## config.mk

```make
export PLATFORM = sky130hd
export DESIGN_NAME = stable_priority_queue_core_flat
export DESIGN_NICKNAME = d
export VERILOG_FILES = /design/src/hw/rtl/spq_pkg.sv /design/src/hw/rtl/spq_in_if.sv /design/src/hw/rtl/spq_out_if.sv /design/src/hw/rtl/spq_ram.sv /design/src/hw/rtl/stable_priority_queue_core.sv /design/src/flat_wrapper.sv
export SDC_FILE = /design/constraint.sdc
export NUM_CORES = 1
export LEC_CHECK = 0
export BUFFER_PORTS_ARGS = -buffer_cell sky130_fd_sc_hd__buf_2
export CAP_MARGIN = 20
export CORE_MARGIN = 5
export CORE_UTILIZATION = 56
export DETAILED_ROUTE_END_ITERATION = 10
export PLACE_DENSITY = 0.74
export SYNTH_ARGS = -nofsm -noshare
export SYNTH_HDL_FRONTEND = slang
export SYNTH_HIERARCHICAL = 1
export SYNTH_SLANG_ARGS = --single-unit
export TNS_END_PERCENT = 5
```

## constraint.sdc

```tcl
create_clock -name clk -period 6.6 [get_ports clk]
set_clock_uncertainty 0.1 [all_clocks]
set_input_delay 0.66 -clock clk [delete_from_list [all_inputs] [get_ports clk]]
set_output_delay 0.66 -clock clk [all_outputs]
set_load 0.005 [all_outputs]
```

## src/hw/rtl/spq_pkg.sv

```systemverilog
// Shared widths, entry layout, status codes and slot addressing for the
// stable priority queue. No dependencies; every other file but spq_ram imports it.
package spq_pkg;

  // Queue sizing and stored field widths
  localparam int CAPACITY    = 16;
  localparam int HANDLE_BITS = 16;
  localparam int PRIO_BITS   = 16;
  localparam int IDX_W       = (CAPACITY > 1) ? $clog2(CAPACITY) : 1;
  localparam int CNT_W       = $clog2(CAPACITY + 1);

  // Port field widths
  localparam int OPCODE_W = 1;
  localparam int FIELD_W  = 16;
  localparam int STATUS_W = 3;
  localparam int COUNT_W  = 5;

  // Operation codes
  localparam logic [OPCODE_W-1:0] OP_INSERT = 1'b0;
  localparam logic [OPCODE_W-1:0] OP_REMOVE = 1'b1;

  // Result status codes
  localparam logic [STATUS_W-1:0] ST_OK    = 3'd0;
  localparam logic [STATUS_W-1:0] ST_EMPTY = 3'd1;
  localparam logic [STATUS_W-1:0] ST_DUP   = 3'd2;
  localparam logic [STATUS_W-1:0] ST_FULL  = 3'd3;
  localparam logic [STATUS_W-1:0] ST_NULL  = 3'd4;

  // One stored queue entry
  typedef struct packed {
    logic        [HANDLE_BITS-1:0] handle;
    logic        [FIELD_W-1:0]     type_tag;
    logic signed [PRIO_BITS-1:0]   prio;
  } entry_t;

  localparam int ENTRY_W = $bits(entry_t);

  // Physical slot of a logical position, counted from the ring head
  function automatic logic [IDX_W-1:0] slot_addr(input logic [IDX_W-1:0] base,
                                                 input logic [IDX_W-1:0] offs);
    logic [IDX_W:0] sum;
    sum = {1'b0, base} + {1'b0, offs};
    if (sum >= (IDX_W + 1)'(CAPACITY)) begin
      sum = sum - (IDX_W + 1)'(CAPACITY);
    end
    return sum[IDX_W-1:0];
  endfunction

endpackage

```

## src/hw/rtl/spq_in_if.sv

```systemverilog
// Request channel of the stable priority queue: valid/ready plus the
// operation fields. Depends on spq_pkg for field widths.
interface spq_in_if;
  import spq_pkg::*;

  logic                       valid;
  logic                       ready;
  logic        [OPCODE_W-1:0] opcode;
  logic        [FIELD_W-1:0]  item_handle;
  logic        [FIELD_W-1:0]  item_type;
  logic signed [FIELD_W-1:0]  priority_req;

  modport source (output valid, opcode, item_handle, item_type, priority_req,
                  input ready);
  modport sink   (input valid, opcode, item_handle, item_type, priority_req,
                  output ready);
endinterface

```

## src/hw/rtl/spq_out_if.sv

```systemverilog
// Result channel of the stable priority queue: valid/ready plus status,
// count and the removed entry. Depends on spq_pkg for field widths.
interface spq_out_if;
  import spq_pkg::*;

  logic                       valid;
  logic                       ready;
  logic        [STATUS_W-1:0] status;
  logic        [COUNT_W-1:0]  count;
  logic        [FIELD_W-1:0]  out_handle;
  logic        [FIELD_W-1:0]  out_type;
  logic signed [FIELD_W-1:0]  out_priority;

  modport source (output valid, status, count, out_handle, out_type, out_priority,
                  input ready);
  modport sink   (input valid, status, count, out_handle, out_type, out_priority,
                  output ready);
endinterface

```

## src/hw/rtl/spq_ram.sv

```systemverilog
// Generic single-write, single-read synchronous RAM with registered read
// data. No dependencies.
module spq_ram #(
  parameter int WIDTH = 8,
  parameter int DEPTH = 16
) (
  input  logic                             clk,
  input  logic                             we,
  input  logic [$clog2(DEPTH > 1 ? DEPTH : 2)-1:0] waddr,
  input  logic [WIDTH-1:0]                 wdata,
  input  logic                             re,
  input  logic [$clog2(DEPTH > 1 ? DEPTH : 2)-1:0] raddr,
  output logic [WIDTH-1:0]                 rdata
);

  logic [WIDTH-1:0] mem [DEPTH];

  // Write port
  always_ff @(posedge clk) begin
    if (we) begin
      mem[waddr] <= wdata;
    end
  end

  // Registered read port; data holds until the next read
  always_ff @(posedge clk) begin
    if (re) begin
      rdata <= mem[raddr];
    end
  end

endmodule

```

## src/hw/rtl/stable_priority_queue_core.sv

```systemverilog
// Stable priority queue: up to CAPACITY entries (handle, type, signed
// priority) kept sorted by ascending priority in one RAM used as a ring,
// equal priorities leaving in arrival order. One operation is in work at a
// time; a result waits in an output register while the next item is taken.
// A remove reads the head and then pops it. An insert scans the queue for
// a duplicate handle, one entry per read, then walks from the tail
// shifting larger-priority entries up one slot; a duplicate answers where
// it is found and a full queue after the whole scan. Null inserts, empty
// removes and inserts into an empty queue answer from the evaluate state
// without a RAM read. A state that loads a result waits while the output
// register still holds one not taken. The next item can be taken in the
// cycle after its result is loaded. Depends on spq_pkg, spq_in_if,
// spq_out_if and spq_ram.
module stable_priority_queue_core (
  input  logic      clk,
  input  logic      rst_n,
  spq_in_if.sink    in_ch,
  spq_out_if.source out_ch
);
  import spq_pkg::*;

  typedef enum logic [8:0] {
    S_IDLE   = 9'b000000001,
    S_EVAL   = 9'b000000010,
    S_RM_RD  = 9'b000000100,
    S_RM_CHK = 9'b000001000,
    S_SC_RD  = 9'b000010000,
    S_SC_CHK = 9'b000100000,
    S_SH_RD  = 9'b001000000,
    S_SH_CHK = 9'b010000000,
    S_SH_PUT = 9'b100000000
  } state_t;

  state_t state_r, state_nxt;

  logic [CNT_W-1:0] count_r, count_nxt;
  logic [IDX_W-1:0] head_r, head_nxt;
  logic [IDX_W-1:0] idx_r, idx_nxt;

  // Latched operation
  logic [OPCODE_W-1:0] op_r;
  entry_t              new_r;

  // RAM port
  logic             ram_we, ram_re;
  logic [IDX_W-1:0] ram_waddr, ram_raddr;
  entry_t           ram_wdata, ram_rdata;

  // Result register
  logic                out_valid_r;
  logic [STATUS_W-1:0] res_status_r;
  logic [COUNT_W-1:0]  res_count_r;
  entry_t              res_entry_r;

  logic                res_load;
  logic [STATUS_W-1:0] res_status;
  entry_t              res_entry;
  logic                out_free;
  logic                last_idx;

  spq_ram #(
    .WIDTH (ENTRY_W),
    .DEPTH (CAPACITY)
  ) u_ram (
    .clk   (clk),
    .we    (ram_we),
    .waddr (ram_waddr),
    .wdata (ram_wdata),
    .re    (ram_re),
    .raddr (ram_raddr),
    .rdata (ram_rdata)
  );

  assign in_ch.ready = (state_r == S_IDLE);
  assign out_free    = !out_valid_r || out_ch.ready;
  assign last_idx    = (CNT_W'(idx_r) == count_r - CNT_W'(1));

  // Sequence one operation: evaluate, remove or scan and shift, report
  always_comb begin
    state_nxt  = state_r;
    count_nxt  = count_r;
    head_nxt   = head_r;
    idx_nxt    = idx_r;
    ram_we     = 1'b0;
    ram_waddr  = slot_addr(head_r, idx_r);
    ram_wdata  = new_r;
    ram_re     = 1'b0;
    ram_raddr  = slot_addr(head_r, idx_r);
    res_load   = 1'b0;
    res_status = ST_OK;
    res_entry  = '0;

    unique case (state_r)
      S_IDLE: begin
        if (in_ch.valid) begin
          state_nxt = S_EVAL;
        end
      end

      S_EVAL: begin
        if (op_r == OP_REMOVE) begin
          if (count_r == '0) begin
            if (out_free) begin
              res_load   = 1'b1;
              res_status = ST_EMPTY;
              state_nxt  = S_IDLE;
            end
          end else begin
            idx_nxt   = '0;
            state_nxt = S_RM_RD;
          end
        end else if (new_r.handle == '0) begin
          if (out_free) begin
            res_load   = 1'b1;
            res_status = ST_NULL;
            state_nxt  = S_IDLE;
          end
        end else if (count_r == '0) begin
          // Empty queue: place the entry at the head directly
          if (out_free) begin
            ram_we     = 1'b1;
            ram_waddr  = head_r;
            count_nxt  = CNT_W'(1);
            res_load   = 1'b1;
            res_status = ST_OK;
            state_nxt  = S_IDLE;
          end
        end else begin
          idx_nxt   = '0;
          state_nxt = S_SC_RD;
        end
      end

      S_RM_RD: begin
        ram_re    = 1'b1;
        ram_raddr = head_r;
        state_nxt = S_RM_CHK;
      end

      S_RM_CHK: begin
        // Pop the head: advance the ring start
        if (out_free) begin
          res_load   = 1'b1;
          res_status = ST_OK;
          res_entry  = ram_rdata;
          head_nxt   = slot_addr(head_r, IDX_W'(1));
          count_nxt  = count_r - CNT_W'(1);
          state_nxt  = S_IDLE;
        end
      end

      S_SC_RD: begin
        ram_re    = 1'b1;
        state_nxt = S_SC_CHK;
      end

      S_SC_CHK: begin
        if (ram_rdata.handle == new_r.handle) begin
          if (out_free) begin
            res_load   = 1'b1;
            res_status = ST_DUP;
            state_nxt  = S_IDLE;
          end
        end else if (last_idx) begin
          if (count_r == CNT_W'(CAPACITY)) begin
            if (out_free) begin
              res_load   = 1'b1;
              res_status = ST_FULL;
              state_nxt  = S_IDLE;
            end
          end else begin
            // Start the insertion walk at the tail
            idx_nxt   = IDX_W'(count_r - CNT_W'(1));
            state_nxt = S_SH_RD;
          end
        end else begin
          idx_nxt   = idx_r + IDX_W'(1);
          state_nxt = S_SC_RD;
        end
      end

      S_SH_RD: begin
        ram_re    = 1'b1;
        state_nxt = S_SH_CHK;
      end

      S_SH_CHK: begin
        ram_waddr = slot_addr(head_r, idx_r + IDX_W'(1));
        if (ram_rdata.prio > new_r.prio) begin
          // Move the larger entry up one slot
          ram_we    = 1'b1;
          ram_wdata = ram_rdata;
          if (idx_r == '0) begin
            state_nxt = S_SH_PUT;
          end else begin
            idx_nxt   = idx_r - IDX_W'(1);
            state_nxt = S_SH_RD;
          end
        end else if (out_free) begin
          // Drop the new entry behind every smaller or equal priority
          ram_we     = 1'b1;
          count_nxt  = count_r + CNT_W'(1);
          res_load   = 1'b1;
          res_status = ST_OK;
          state_nxt  = S_IDLE;
        end
      end

      S_SH_PUT: begin
        if (out_free) begin
          ram_we     = 1'b1;
          ram_waddr  = head_r;
          count_nxt  = count_r + CNT_W'(1);
          res_load   = 1'b1;
          res_status = ST_OK;
          state_nxt  = S_IDLE;
        end
      end

      default: begin
        state_nxt = S_IDLE;
      end
    endcase
  end

  // Control state
  always_ff @(posedge clk) begin
    if (!rst_n) begin
      state_r     <= S_IDLE;
      count_r     <= '0;
      head_r      <= '0;
      idx_r       <= '0;
      out_valid_r <= 1'b0;
    end else begin
      state_r <= state_nxt;
      count_r <= count_nxt;
      head_r  <= head_nxt;
      idx_r   <= idx_nxt;
      if (res_load) begin
        out_valid_r <= 1'b1;
      end else if (out_ch.ready) begin
        out_valid_r <= 1'b0;
      end
    end
  end

  // Capture the item and hold the result payload
  always_ff @(posedge clk) begin
    if (in_ch.valid && in_ch.ready) begin
      op_r            <= in_ch.opcode;
      new_r.handle    <= HANDLE_BITS'(in_ch.item_handle);
      new_r.type_tag  <= in_ch.item_type;
      new_r.prio      <= PRIO_BITS'(in_ch.priority_req);
    end
    if (res_load) begin
      res_status_r <= res_status;
      res_count_r  <= COUNT_W'(count_nxt);
      res_entry_r  <= res_entry;
    end
  end

  assign out_ch.valid        = out_valid_r;
  assign out_ch.status       = res_status_r;
  assign out_ch.count        = res_count_r;
  assign out_ch.out_handle   = FIELD_W'(res_entry_r.handle);
  assign out_ch.out_type     = res_entry_r.type_tag;
  assign out_ch.out_priority = FIELD_W'(res_entry_r.prio);

`ifndef SYNTH
  // Occupancy never exceeds the ring size
  a_count_bound: assert property (@(posedge clk) disable iff (!rst_n)
    count_r <= CNT_W'(CAPACITY))
    else $error("queue count above capacity");

  // A full rejection is only reported with every slot in use
  a_full_only_when_full: assert property (@(posedge clk) disable iff (!rst_n)
    (res_load && res_status == ST_FULL) |-> count_r == CNT_W'(CAPACITY))
    else $error("full status with free slots");

  // The RAM is never read and written in one cycle
  a_ram_one_access: assert property (@(posedge clk) disable iff (!rst_n)
    !(ram_we && ram_re))
    else $error("RAM read and write overlap");

  // A successful remove shrinks the queue by exactly one
  a_remove_dec: assert property (@(posedge clk) disable iff (!rst_n)
    (res_load && state_r == S_RM_CHK) |=> count_r == $past(count_r) - CNT_W'(1))
    else $error("remove did not decrement count");

  // A new result never overwrites one that has not been taken
  a_no_overwrite: assert property (@(posedge clk) disable iff (!rst_n)
    res_load |-> (!out_valid_r || out_ch.ready))
    else $error("result register overwritten");
`endif

endmodule

```

## src/flat_wrapper.sv

```systemverilog
// flat-port wrapper written by rule: the top's interface ports become plain ports
module stable_priority_queue_core_flat import spq_pkg::*;
  (clk, rst_n, in_ch_valid, in_ch_opcode, in_ch_item_handle, in_ch_item_type, in_ch_priority_req, in_ch_ready, out_ch_valid, out_ch_status, out_ch_count, out_ch_out_handle, out_ch_out_type, out_ch_out_priority, out_ch_ready);
  spq_in_if in_ch_i ();
  spq_out_if out_ch_i ();
  input  logic clk;
  input  logic rst_n;
  input wire logic [$bits(in_ch_i.valid)-1:0] in_ch_valid;
  input wire logic [$bits(in_ch_i.opcode)-1:0] in_ch_opcode;
  input wire logic [$bits(in_ch_i.item_handle)-1:0] in_ch_item_handle;
  input wire logic [$bits(in_ch_i.item_type)-1:0] in_ch_item_type;
  input wire logic [$bits(in_ch_i.priority_req)-1:0] in_ch_priority_req;
  output wire logic [$bits(in_ch_i.ready)-1:0] in_ch_ready;
  output wire logic [$bits(out_ch_i.valid)-1:0] out_ch_valid;
  output wire logic [$bits(out_ch_i.status)-1:0] out_ch_status;
  output wire logic [$bits(out_ch_i.count)-1:0] out_ch_count;
  output wire logic [$bits(out_ch_i.out_handle)-1:0] out_ch_out_handle;
  output wire logic [$bits(out_ch_i.out_type)-1:0] out_ch_out_type;
  output wire logic [$bits(out_ch_i.out_priority)-1:0] out_ch_out_priority;
  input wire logic [$bits(out_ch_i.ready)-1:0] out_ch_ready;
  assign in_ch_i.valid = in_ch_valid;
  assign in_ch_i.opcode = in_ch_opcode;
  assign in_ch_i.item_handle = in_ch_item_handle;
  assign in_ch_i.item_type = in_ch_item_type;
  assign in_ch_i.priority_req = in_ch_priority_req;
  assign in_ch_ready = in_ch_i.ready;
  assign out_ch_valid = out_ch_i.valid;
  assign out_ch_status = out_ch_i.status;
  assign out_ch_count = out_ch_i.count;
  assign out_ch_out_handle = out_ch_i.out_handle;
  assign out_ch_out_type = out_ch_i.out_type;
  assign out_ch_out_priority = out_ch_i.out_priority;
  assign out_ch_i.ready = out_ch_ready;
  stable_priority_queue_core u_core (.clk(clk), .rst_n(rst_n), .in_ch(in_ch_i), .out_ch(out_ch_i));
endmodule
```

# --- Word-level counts from Yosys, hierarchy flattened ---
# Memories as Yosys holds them, arrays and structs flattened. A register that Yosys moved wholly into a read port is not among the register bits.
# Index checks and enable logic that the tools add are counted.
word_totals:
  reg_bits: 128
  ramBits: 768
  input_bits: 53
  output_inout_bits: 58
  word_cells: 128
  n_memories: 1
classes:
  add_sub_neg: 10
  n_lt_le_gt_ge: 4
  n_eq_ne: 18
  muxes: 69
  reduce_logical: 12
mem_list:
  columns: ["memory", "depth", "width", "read_ports", "rd_ports_with_merged_regs", "wr", "line", "source"]
  rows:
  - ["u_core.u_ram.mem", 16, 48, 1, 1, 1, "spq_ram.sv:16", "logic [WIDTH-1:0] mem [DEPTH];"]
op_table:
  columns: ["operator", "n"]
  rows:
  - ["two-way mux 9 bit", 11]
  - ["two-way mux 48 bit", 2]
  - ["one-hot mux 9 bit (8 select lines)", 1]
  - ["two-way mux 4 bit", 16]
  - ["two-way mux 5 bit", 7]
  - ["one-hot mux 4 bit (3 select lines)", 2]
  - ["two-way mux 3 bit", 7]
  - ["one-hot mux 5 bit (4 select lines)", 1]
  - ["two-way mux 1 bit", 17]
  - ["equality test 16 bit", 1]
  - ["> comparator 16 bit", 1]
  - ["zero test 16 bit", 1]
  - ["subtractor 4 x 1 -> 4 bit (second input constant)", 4]
  - ["greater-or-equal comparator 5 bit (second input constant)", 3]
  - ["adder 4 x 4 -> 5 bit", 2]
  - ["equality test 9 x 1 -> 1 bit (second input constant)", 1]
  - ["equality test 9 x 2 -> 1 bit (second input constant)", 1]
  - ["equality test 9 x 3 -> 1 bit (second input constant)", 1]
  - ["equality test 9 x 4 -> 1 bit (second input constant)", 1]
  - ["equality test 9 x 5 -> 1 bit (second input constant)", 1]
  - ["equality test 9 x 6 -> 1 bit (second input constant)", 1]
  - ["equality test 9 x 7 -> 1 bit (second input constant)", 1]
  - ["equality test 9 x 8 -> 1 bit (second input constant)", 1]
  - ["equality test 9 bit (second input constant)", 1]
  - ["25 further kinds", 28]

# --- Depth between registers and ports, before layout ---
# Gate-level depths: netlist of the first run.
depth:
  depth_word: 9
  depth_mapped: 13
  ltp_nobuf: 11

# --- Modules after synthesis ---
# Netlist of the first run, hierarchy kept.
by_module_without_submodules:
  columns: ["mod", "n_inst", "cells_each", "area_each_um2", "seq_area_each_um2"]
  rows:
  - ["spq_ram", 1, 1242, 30175.2, 24503.5]
  - ["stable_priority_queue_core", 1, 698, 6969.2, 3613.5]

# --- Least setup slack after synthesis of the first run ---
# OpenSTA, ideal clock, no wires.
synth_timing:
  kind: "reg-to-reg"
  startpoint: "register u_core.count_r[0]"
  endpoint: "memory u_core/u_ram/mem[0][0] (netlist name) (enable)"
  setup_time_ps: 513
  arrival_ps: 6144
  required_time_ps: 5987
  slack_ps: -157
  path_stages_with_launch: 14
  path_buffers: 2
  period_less_slack_ps: 6757
  path_cell_list: "dfxtp_1 -> clkbuf_1 -> inv_1 -> ha_1 -> or3b_2 -> clkbuf_1 -> nor2_1 -> nand4b_1 -> a21oi_1 -> nor2_1 -> a22oi_1 -> xnor2_1 -> or3b_2 -> nor3_1"
synth_via:
  elab_cells_between_ends: 11
  classes_between: "mux (10); reduce/logical (1)"
synth_rtl:
  columns: ["element", "line", "source"]
  rows:
  - ["start, declared", "stable_priority_queue_core.sv:36", "logic [CNT_W-1:0] count_r, count_nxt;"]
  - ["start signal, assigned", "stable_priority_queue_core.sv:236", "count_r <= count_nxt;"]
  - ["zero test 5 bit", "stable_priority_queue_core.sv:118", "end else if (count_r == '0) begin"]
  - ["two-way mux 4 bit", "stable_priority_queue_core.sv:118", null]
  - ["two-way mux 4 bit", "stable_priority_queue_core.sv:112", "end else if (new_r.handle == '0) begin"]
  - ["two-way mux 4 bit", "stable_priority_queue_core.sv:101", "if (op_r == OP_REMOVE) begin"]
  - ["one-hot mux 4 bit (3 select lines)", "stable_priority_queue_core.sv:93", "unique case (state_r)"]
  - ["named net u_core.ram_waddr[3]", "stable_priority_queue_core.sv:46", "logic [IDX_W-1:0] ram_waddr, ram_raddr;"]
  - ["end, declared", "spq_ram.sv:16", null]
# The timed path passes the listed nets, and every way through them passes these cells.

# --- Worst setup path in the final report of the first run ---
layout_timing:
  startpoint: "register u_core.count_r[0]"
  endpoint: "memory u_core/u_ram/mem[13][11] (netlist name) (enable)"
# The elaborated chain is that of the path after synthesis.

==> results.md, run 1 <==
* Status: complete, no violations
* Netlist cell types at 70
* Relative slew slack at 0.247
* Port buffer count at 110
* CTS Buf Count at 93
* Htree depth at 3
* WL final at roughly 83000 µm
* Peak supply drop at 0.000226 V
* Crit path capture type: flop
* Worst reg2reg setup slack at 1.70 ns
* Clk network pwr share at 0.438
* Post-place setup slack at 1.82 ns
* Die Y at 268 µm
* Post-Syn Area at 0.0371 mm²
* CP Launch Point: u_core/count_r[0]$_SDFF_PN0_
* Final hold violations at 0
* Sink Count at around 940
* Sw Ratio at 0.196
* Area Overhead vs Synth at 13.6%
* Cells after Synth at between 1.5k and 2k
* Register bit total from synthesis at roughly 940
* Nets at 2191
* Async S/R FF share, synth at 0
* Initial core utilization at 0.565
* Setup ws final at 1.70 ns
* CP required at 6.83 ns
* Flop pwr share at 0.544
* RR Endpoint: u_core/u_ram/mem[13][11]$_DFFE_PP_
* Placed Instance Area at 0.0391 mm²
* Clock Tree Buf Depth at 3
* RSZ-0062 raised after global routing: false
* Clock Tree Root: clkbuf_16
* Syn nets at 2023
* Critical path startpoint category: flop
* Die Area at just over 0.07 mm²
* Hold buffer count at cts at 0
* Post-synth top area share at 0.745
* CORE AREA at 0.0657 mm²
* Worst-case reg-to-reg path depth at 12
* Gpl congestion at 0.842
* Clk slew on worst S/H paths at ~0.06 ns
* DR WL/cell at 27.2 µm
* Top FF cell, synth: edfxtp_1
* # DRC at 0
* Hold Path Class: in -> reg
* Max-cap violations at 0
* Reg2Reg Launch Point: u_core/count_r[0]$_SDFF_PN0_
* Finished Core Util at 0.642
* CP Capture Point: u_core/u_ram/mem[13][11]$_DFFE_PP_
* Iter 0 DRT Violations at roughly 1.8k
* Tot Pwr at between 10 and 15 mW
* Final period utilization at 0.742
* Vias per cell at between 6 and 7
* CTS tree: built
* Setup TNS at 0 ns
* Leak at roughly 14 nW
* Proportion of layout cells with a drive suffix above 1 at 0.250
* Tot GR Track Use at 0.234
* Post-synth EDFFs at between 900 and 1k
* I/O Pins at about 110
* Largest cells by area after synthesis: edfxtp_1 74%, mux4_2 12%, nand2_1 2.0%
* Leading area contributor after synthesis: edfxtp_1
* Post-synthesis sequential area ratio at 0.757
* Cell Pwr Density at approximately 290 mW/mm²
* Pre-antenna DRT Iters at 7
* Post-layout instance area at 0.0422 mm²
* Setup Buffers After CTS at 0
* # rows at 94
* Via count at 19.3k
* Number of global-route vias before repair at 20.0k
* Clock latency on the worst-skew pair at 0.66 ns
* Initial antenna violation count at 1
* Internal power at 9.84 mW
* Tmin final at roughly 5 ns
* Yosys warning count at 6
* Worst slew pin tran at ~1.1 ns
* Slew Viols, Final at 0
* CP arrival at 5.13 ns
* First-pass GRT wire length at ~130000 µm
* Die X at 268 µm
* Routed Antenna Nets at 0
* FMAX at 0.204 GHz
* Total grt overflow at 0
* Crit Path Max Fanout at 25
* Largest net degree at the start of global routing at approximately 120
* DP HPWL at 46700 µm
* # setup viols final at 0
* NetSw at 2.40 mW
* CP Class: reg -> reg
* Cts repair resizes at 0
* Gate power share at 0.019
* Avg Inst Size Synth at 19.1 µm²
[worst min-delay path by stage]
stage                     depth (start not counted)  slack [ns]                             end                           start
after floorplan                                   2        0.40  u_core/state_r[3]$_SDFFE_PN0P_  u_core/state_r[3]$_SDFFE_PN0P_
after global placement                            2        0.43  u_core/state_r[3]$_SDFFE_PN0P_  u_core/state_r[3]$_SDFFE_PN0P_
after detailed placement                          2        0.44  u_core/state_r[3]$_SDFFE_PN0P_  u_core/state_r[3]$_SDFFE_PN0P_
after CTS                                         1        0.04      u_core/new_r[29]$_DFFE_PP_             in_ch_item_type[13]
after global routing                              1        0.04      u_core/new_r[27]$_DFFE_PP_             in_ch_item_type[11]
final                                             1        0.08      u_core/new_r[18]$_DFFE_PP_              in_ch_item_type[2]
[through the flow]
stage / hold WS [ns] / std cells
detailed placement: 0.441 / 2875
global placement: 0.430 / 2873
floorplan: 0.401 / 1940
finish: 0.0779 / 3052
global route: 0.0448 / 3051
CTS: 0.0351 / 3049
[cell families (layout without fill, tap and decap cells)]
group           Yosys count  count (layout)  synth area share
fa+ha+maj                30              30            0.0105
buf+inv                 124             371            0.0150
simple gates            402             402            0.0517
xor+xnor                 35              35           0.00862
mux                     199             199             0.118
compound gates          206             206            0.0389
other cells               0               1                 0
flops                   944             944             0.757
[power by group through the flow]
| stage | combinational (mW) | clock [mW] | sequential (mW) |
|---|---|---|---|
| CTS | 0.227 | 5.46 | 6.65 |
| detailed placement | 0.226 | 0 | 6.77 |
| global placement | 0.212 | 0 | 6.77 |
| floorplan | 0.117 | 0 | 6.77 |
| finish | 0.228 | 5.36 | 6.65 |
| global route | 0.251 | 5.72 | 6.65 |
[flip-flops by register name, summed over array words and instances, names as in the netlist]
name,flops
u_core/count_r,5
u_core/u_ram/mem,768
u_core/new_r,48
u_core/head_r,4
u_core/out_ch.out_handle,16
u_core/state_r,9
u_core/u_ram/rdata,48
u_core/out_ch.valid,1
u_core/out_ch.status,3
u_core/out_ch.out_type,16
u_core/out_ch.count,5
u_core/idx_r,4
u_core/op_r,1
u_core/out_ch.out_priority,16
[area by class of cell]
type	instances	area [µm²]
antenna	1	2.50
clock buffer	112	2430
clock inverter	62	691
fill	4335	23500
inverter	27	101
multi-input combinational	872	8680
sequential	944	28100
tap	864	1080
timing repair buffer	170	1090
[cell usage in the layout, fill, tap and decap left out, types with 4 or more instances in the layout]
master / n
nand4_1: 15
buf_12: 7
buf_4: 51
ha_1: 28
nor4_1: 14
buf_2: 111
and3_1: 50
mux4_2: 192
o211ai_1: 4
clkbuf_1: 17
nor2_1: 28
clkinv_1: 20
xnor2_1: 28
inv_6: 4
o21ai_1: 4
o22ai_1: 4
dfxtp_1: 23
a31oi_1: 12
nand2b_1: 11
nor2_4: 14
bufinv_16: 13
xor2_1: 6
o21ai_0: 27
nand3_1: 17
nor3_1: 16
nand3b_1: 5
nand2_1: 196
a21o_1: 4
a21oi_1: 21
clkbuf_16: 94
edfxtp_1: 921
mux2i_1: 4
or4_1: 4
a22oi_1: 98
clkinv_2: 20
inv_1: 25
[routing by layer]
| layer | vias to the layer above | track usage | wire (µm) |
|---|---|---|---|
| li1 | 8249 | - | - |
| met1 | 9978 | 0.330 | 32700 |
| met2 | 921 | 0.387 | 41500 |
| met3 | 146 | 0.0401 | 6890 |
| met4 | 0 | 0.0660 | 2110 |
| met5 | - | 0 | 0 |
[synth_stat cells, drive strengths merged, types with 3 or more instances]
library cell	instances
a21o	7
a21oi	22
a22oi	98
a31oi	12
and2	4
and3	51
buf	42
clkbuf	55
dfxtp	23
edfxtp	921
ha	28
inv	25
mux2i	5
mux4	192
nand2	197
nand2b	12
nand3	17
nand3b	5
nand4	15
nor2	42
nor2b	5
nor3	20
nor4	15
o211ai	4
o21ai	32
o22ai	5
or2	3
or3	3
or4	6
xnor2	28
xor2	6
[critical path, cell delays in order, from the launching register on]
cell and delay [ns]:
dfxtp_1 0.39, inv_1 0.15, ha_1 0.24, or3b_2 0.53, nor2_1 0.19, nand4b_1 0.20, a21oi_1 0.47, nor2_1 0.16
a22oi_1 0.25, xnor2_1 0.22, nand3_1 0.37, nor2_4 0.97, buf_12 0.31
Note: power is estimated with default switching activity, not from simulation.
==> inputs of run 2 (changes only) <==
CORE_UTILIZATION = 60   (was 56)
PLACE_DENSITY = 0.75   (was 0.74)
clock period = 4.6 ns   (was 6.6 ns; I/O delays follow)
==> run 2 against run 1 <==
- global-route usage up 2.1 points
- critical path depth down 3
- count of clock-buffer cells in the layout up 6
- fmax up 15%
- largest power group unchanged
==> results.md, run 2 (synthesis gave the netlist of run 1 again) <==
* Status: complete, no violations (unchanged)
* Crit path max-delay cell type: or3b_2 (was nor2_4)
* # rows at 91 (was 94)
* Area Overhead vs Synth at 15.5% (was 13.6%)
* Min-Delay Path Depth at 2 (was 1)
* Post-layout instance area at 0.0429 mm² (was 0.0422 mm²)
* CP required at 4.80 ns (was 6.83 ns)
* DR WL/cell at 27.8 µm (was 27.2 µm)
* Slowest stage delay, CP at 0.63 ns (was 0.97 ns)
* # setup viols final at 0 (unchanged)
* # DRC at 0 (unchanged)
* Tmin final at 4.27 ns (was 4.90 ns)
* RSZ-0062 raised after global routing: false (unchanged)
* Top reg by flops: u_core/u_ram/mem (unchanged)
* Number of global-route vias before repair at 20.3k (was 20.0k)
* Commonest non-fill, non-tap cells in the layout: 921 x edfxtp_1, 196 x nand2_1, 192 x mux4_2, 110 x buf_2, 98 x a22oi_1 (was 921 x edfxtp_1, 196 x nand2_1, 192 x mux4_2, 111 x buf_2, 98 x a22oi_1)
* Peak supply drop at 0.000443 V (was 0.000226 V)
* Largest net degree at the start of global routing at 61 (was 121)
* Proportion of layout cells with a drive suffix above 1 at 0.248 (was 0.250)
* Flop pwr share at 0.552 (was 0.544)
* Die Y at 259 µm (was 268 µm)
* Leak at 14.1 nW (was 13.8 nW)
* Post-place setup slack at 0.324 ns (was 1.82 ns)
* FMAX at 0.234 GHz (was 0.204 GHz)
* Max FFs per register at 768 (unchanged)
* Sequence of cells on the critical path: ha_1, nand4_1, or3_1, a31oi_1, nor2_1, a21oi_1, or3b_2, nor3_4, buf_4 (was inv_1, ha_1, or3b_2, nor2_1, nand4b_1, a21oi_1, nor2_1, a22oi_1, xnor2_1, nand3_1, nor2_4, buf_12)
* Cell Pwr Density at 403 mW/mm² (was 290 mW/mm²)
* Max-cap violations at 0 (unchanged)
* NetSw at 3.35 mW (was 2.40 mW)
* Critical path startpoint category: flop (unchanged)
* CP Class: reg -> reg (unchanged)
* Hold Path Class: in -> reg (unchanged)
* Commonest non-fill, non-tap cell in the layout: edfxtp_1 (unchanged)
* Nets at 2261 (was 2191)
* Clk network pwr share at 0.427 (was 0.438)
* Final period utilization at 0.928 (was 0.742)
* Total grt overflow at 0 (unchanged)
* Initial core utilization at 0.604 (was 0.565)
* CTS tree: built (unchanged)
* Sw Ratio at 0.194 (was 0.196)
* Gate power share at 0.021 (was 0.019)
* Clock Tree Buf Depth at 3 (unchanged)
* WL final at 84500 µm (was 83100 µm)
* Relative slew slack at 0.398 (was 0.247)
* WHS at 0.429 ns (was 0.0779 ns)
* Tot Pwr at 17.3 mW (was 12.2 mW)
* Setup ws final at 0.331 ns (was 1.70 ns)
* Vias per cell at 6.47 (was 6.32)
* Routed Antenna Nets at 0 (unchanged)
* Kind of cell adding the most delay to the critical path: simple AND/OR/NAND/NOR gates (unchanged)
* Most used routing layer: met2 (unchanged)
* Met1 usage at 0.354 (was 0.330)
* Sink Count at 944 (unchanged)
* Crit path capture type: flop (unchanged)
* Slew Viols, Final at 0 (unchanged)
* Crit Path Max Fanout at 18 (was 25)
* Pre-antenna DRT Iters at 6 (was 7)
* Levels on crit path at 9 (was 12)
* Placed Instance Area at 0.0394 mm² (was 0.0391 mm²)
* Initial antenna violation count at 1 (unchanged)
* Via count at 19.6k (was 19.3k)
* Final hold violations at 0 (unchanged)
* Tot GR Track Use at 0.255 (was 0.234)
* Iter 0 DRT Violations at 1931 (was 1790)
* Worst slew pin tran at 0.899 ns (was 1.13 ns)
* Met2 GRT Util at 0.419 (was 0.387)
* First-pass GRT wire length at 127000 µm (was 125000 µm)
* FILL cells at 3669 (was 4335)
* I/O Pins at 111 (unchanged)
* Htree depth at 3 (unchanged)
* Clk slew on worst S/H paths at 0.06 ns (about the same)
* Port buffer count at 110 (unchanged)
* Worst-case reg-to-reg path depth at 9 (was 12)
* Clock latency on the worst-skew pair at 0.65 ns (was 0.66 ns)
* Die X at 259 µm (was 268 µm)
* Setup Buffers After CTS at 0 (unchanged)
* Internal power at 13.9 mW (was 9.84 mW)
* CORE AREA at 0.0615 mm² (was 0.0657 mm²)
* Clock Tree Root: clkbuf_16 (unchanged)
* CTS Buf Count at 92 (was 93)
* Largest regs: u_core/u_ram/mem x768, u_core/new_r x48, u_core/u_ram/rdata x48 (unchanged)
* GR Util met3 at 0.0480 (was 0.0401)
* DP HPWL at 47800 µm (was 46700 µm)
* Die Area at 0.0670 mm² (was 0.0716 mm²)
* CP arrival at 4.47 ns (was 5.13 ns)
* CP bufs+invs at 1 (was 2)
* Gpl congestion at 0.865 (was 0.842)
## run 2: final timing paths
kind / slack, ns / to / start
max: 0.33 / u_core/u_ram/mem[0][16]$_DFFE_PP_ / u_core/u_ram/rdata[15]$_DFFE_PP_
min reg2reg: 0.46 / u_core/state_r[3]$_SDFFE_PN0P_ / u_core/state_r[3]$_SDFFE_PN0P_
max reg2reg: 0.33 / u_core/u_ram/mem[0][16]$_DFFE_PP_ / u_core/u_ram/rdata[15]$_DFFE_PP_
min: 0.43 / u_core/new_r[31]$_DFFE_PP_ / in_ch_item_type[15]
## run 2: layout make-up
class                      instances  area (µm²)  area share
timing repair buffer             241        2020      0.0471
clock inverter                    44         503      0.0117
inverter                          27         101     0.00236
tap                              790         988      0.0230
multi-input combinational        872        8710       0.203
sequential                       944       28100       0.656
clock buffer                     118        2440      0.0570
antenna                            1        2.50   0.0000584
## run 2: layer usage
layer / vias to the layer above / wire (µm)
met3: 167 / 7530
li1: 8380 / -
met5: - / 31
met1: 10100 / 32500
met2: 1032 / 42100
met4: 4 / 2390
## run 2: metrics by stage
step | std cells | utilization | setup TNS (ns)
CTS | 3036 | 0.697 | 0
global placement | 2823 | 0.641 | 0
detailed placement | 2824 | 0.641 | 0
finish | 3037 | 0.697 | 0
global route | 3036 | 0.697 | 0
floorplan | 1940 | - | -380.53
## run 2: repair_timing
action,in CTS,in global routing
hold buffers,50,0
endpoints found under the setup margin,0,257
resized for setup,0,2
hold endpoints to repair,50,0
## run 2: worst reg2reg max path: cells and delay by family, from the launching register on
kind / cells / cell delay, ns
buf+inv: 1 / 0.33
fa+ha+maj: 1 / 0.48
flops: 1 / 0.42
simple gates: 5 / 1.85
compound gates: 2 / 0.75
## run 2: power by group through the flow
stage	clock [mW]	sequential, mW	combinational (mW)
floorplan	0	9.71	0.168
global placement	0	9.72	0.304
detailed placement	0	9.72	0.325
CTS	7.50	9.54	0.360
global route	7.90	9.54	0.396
finish	7.38	9.54	0.361
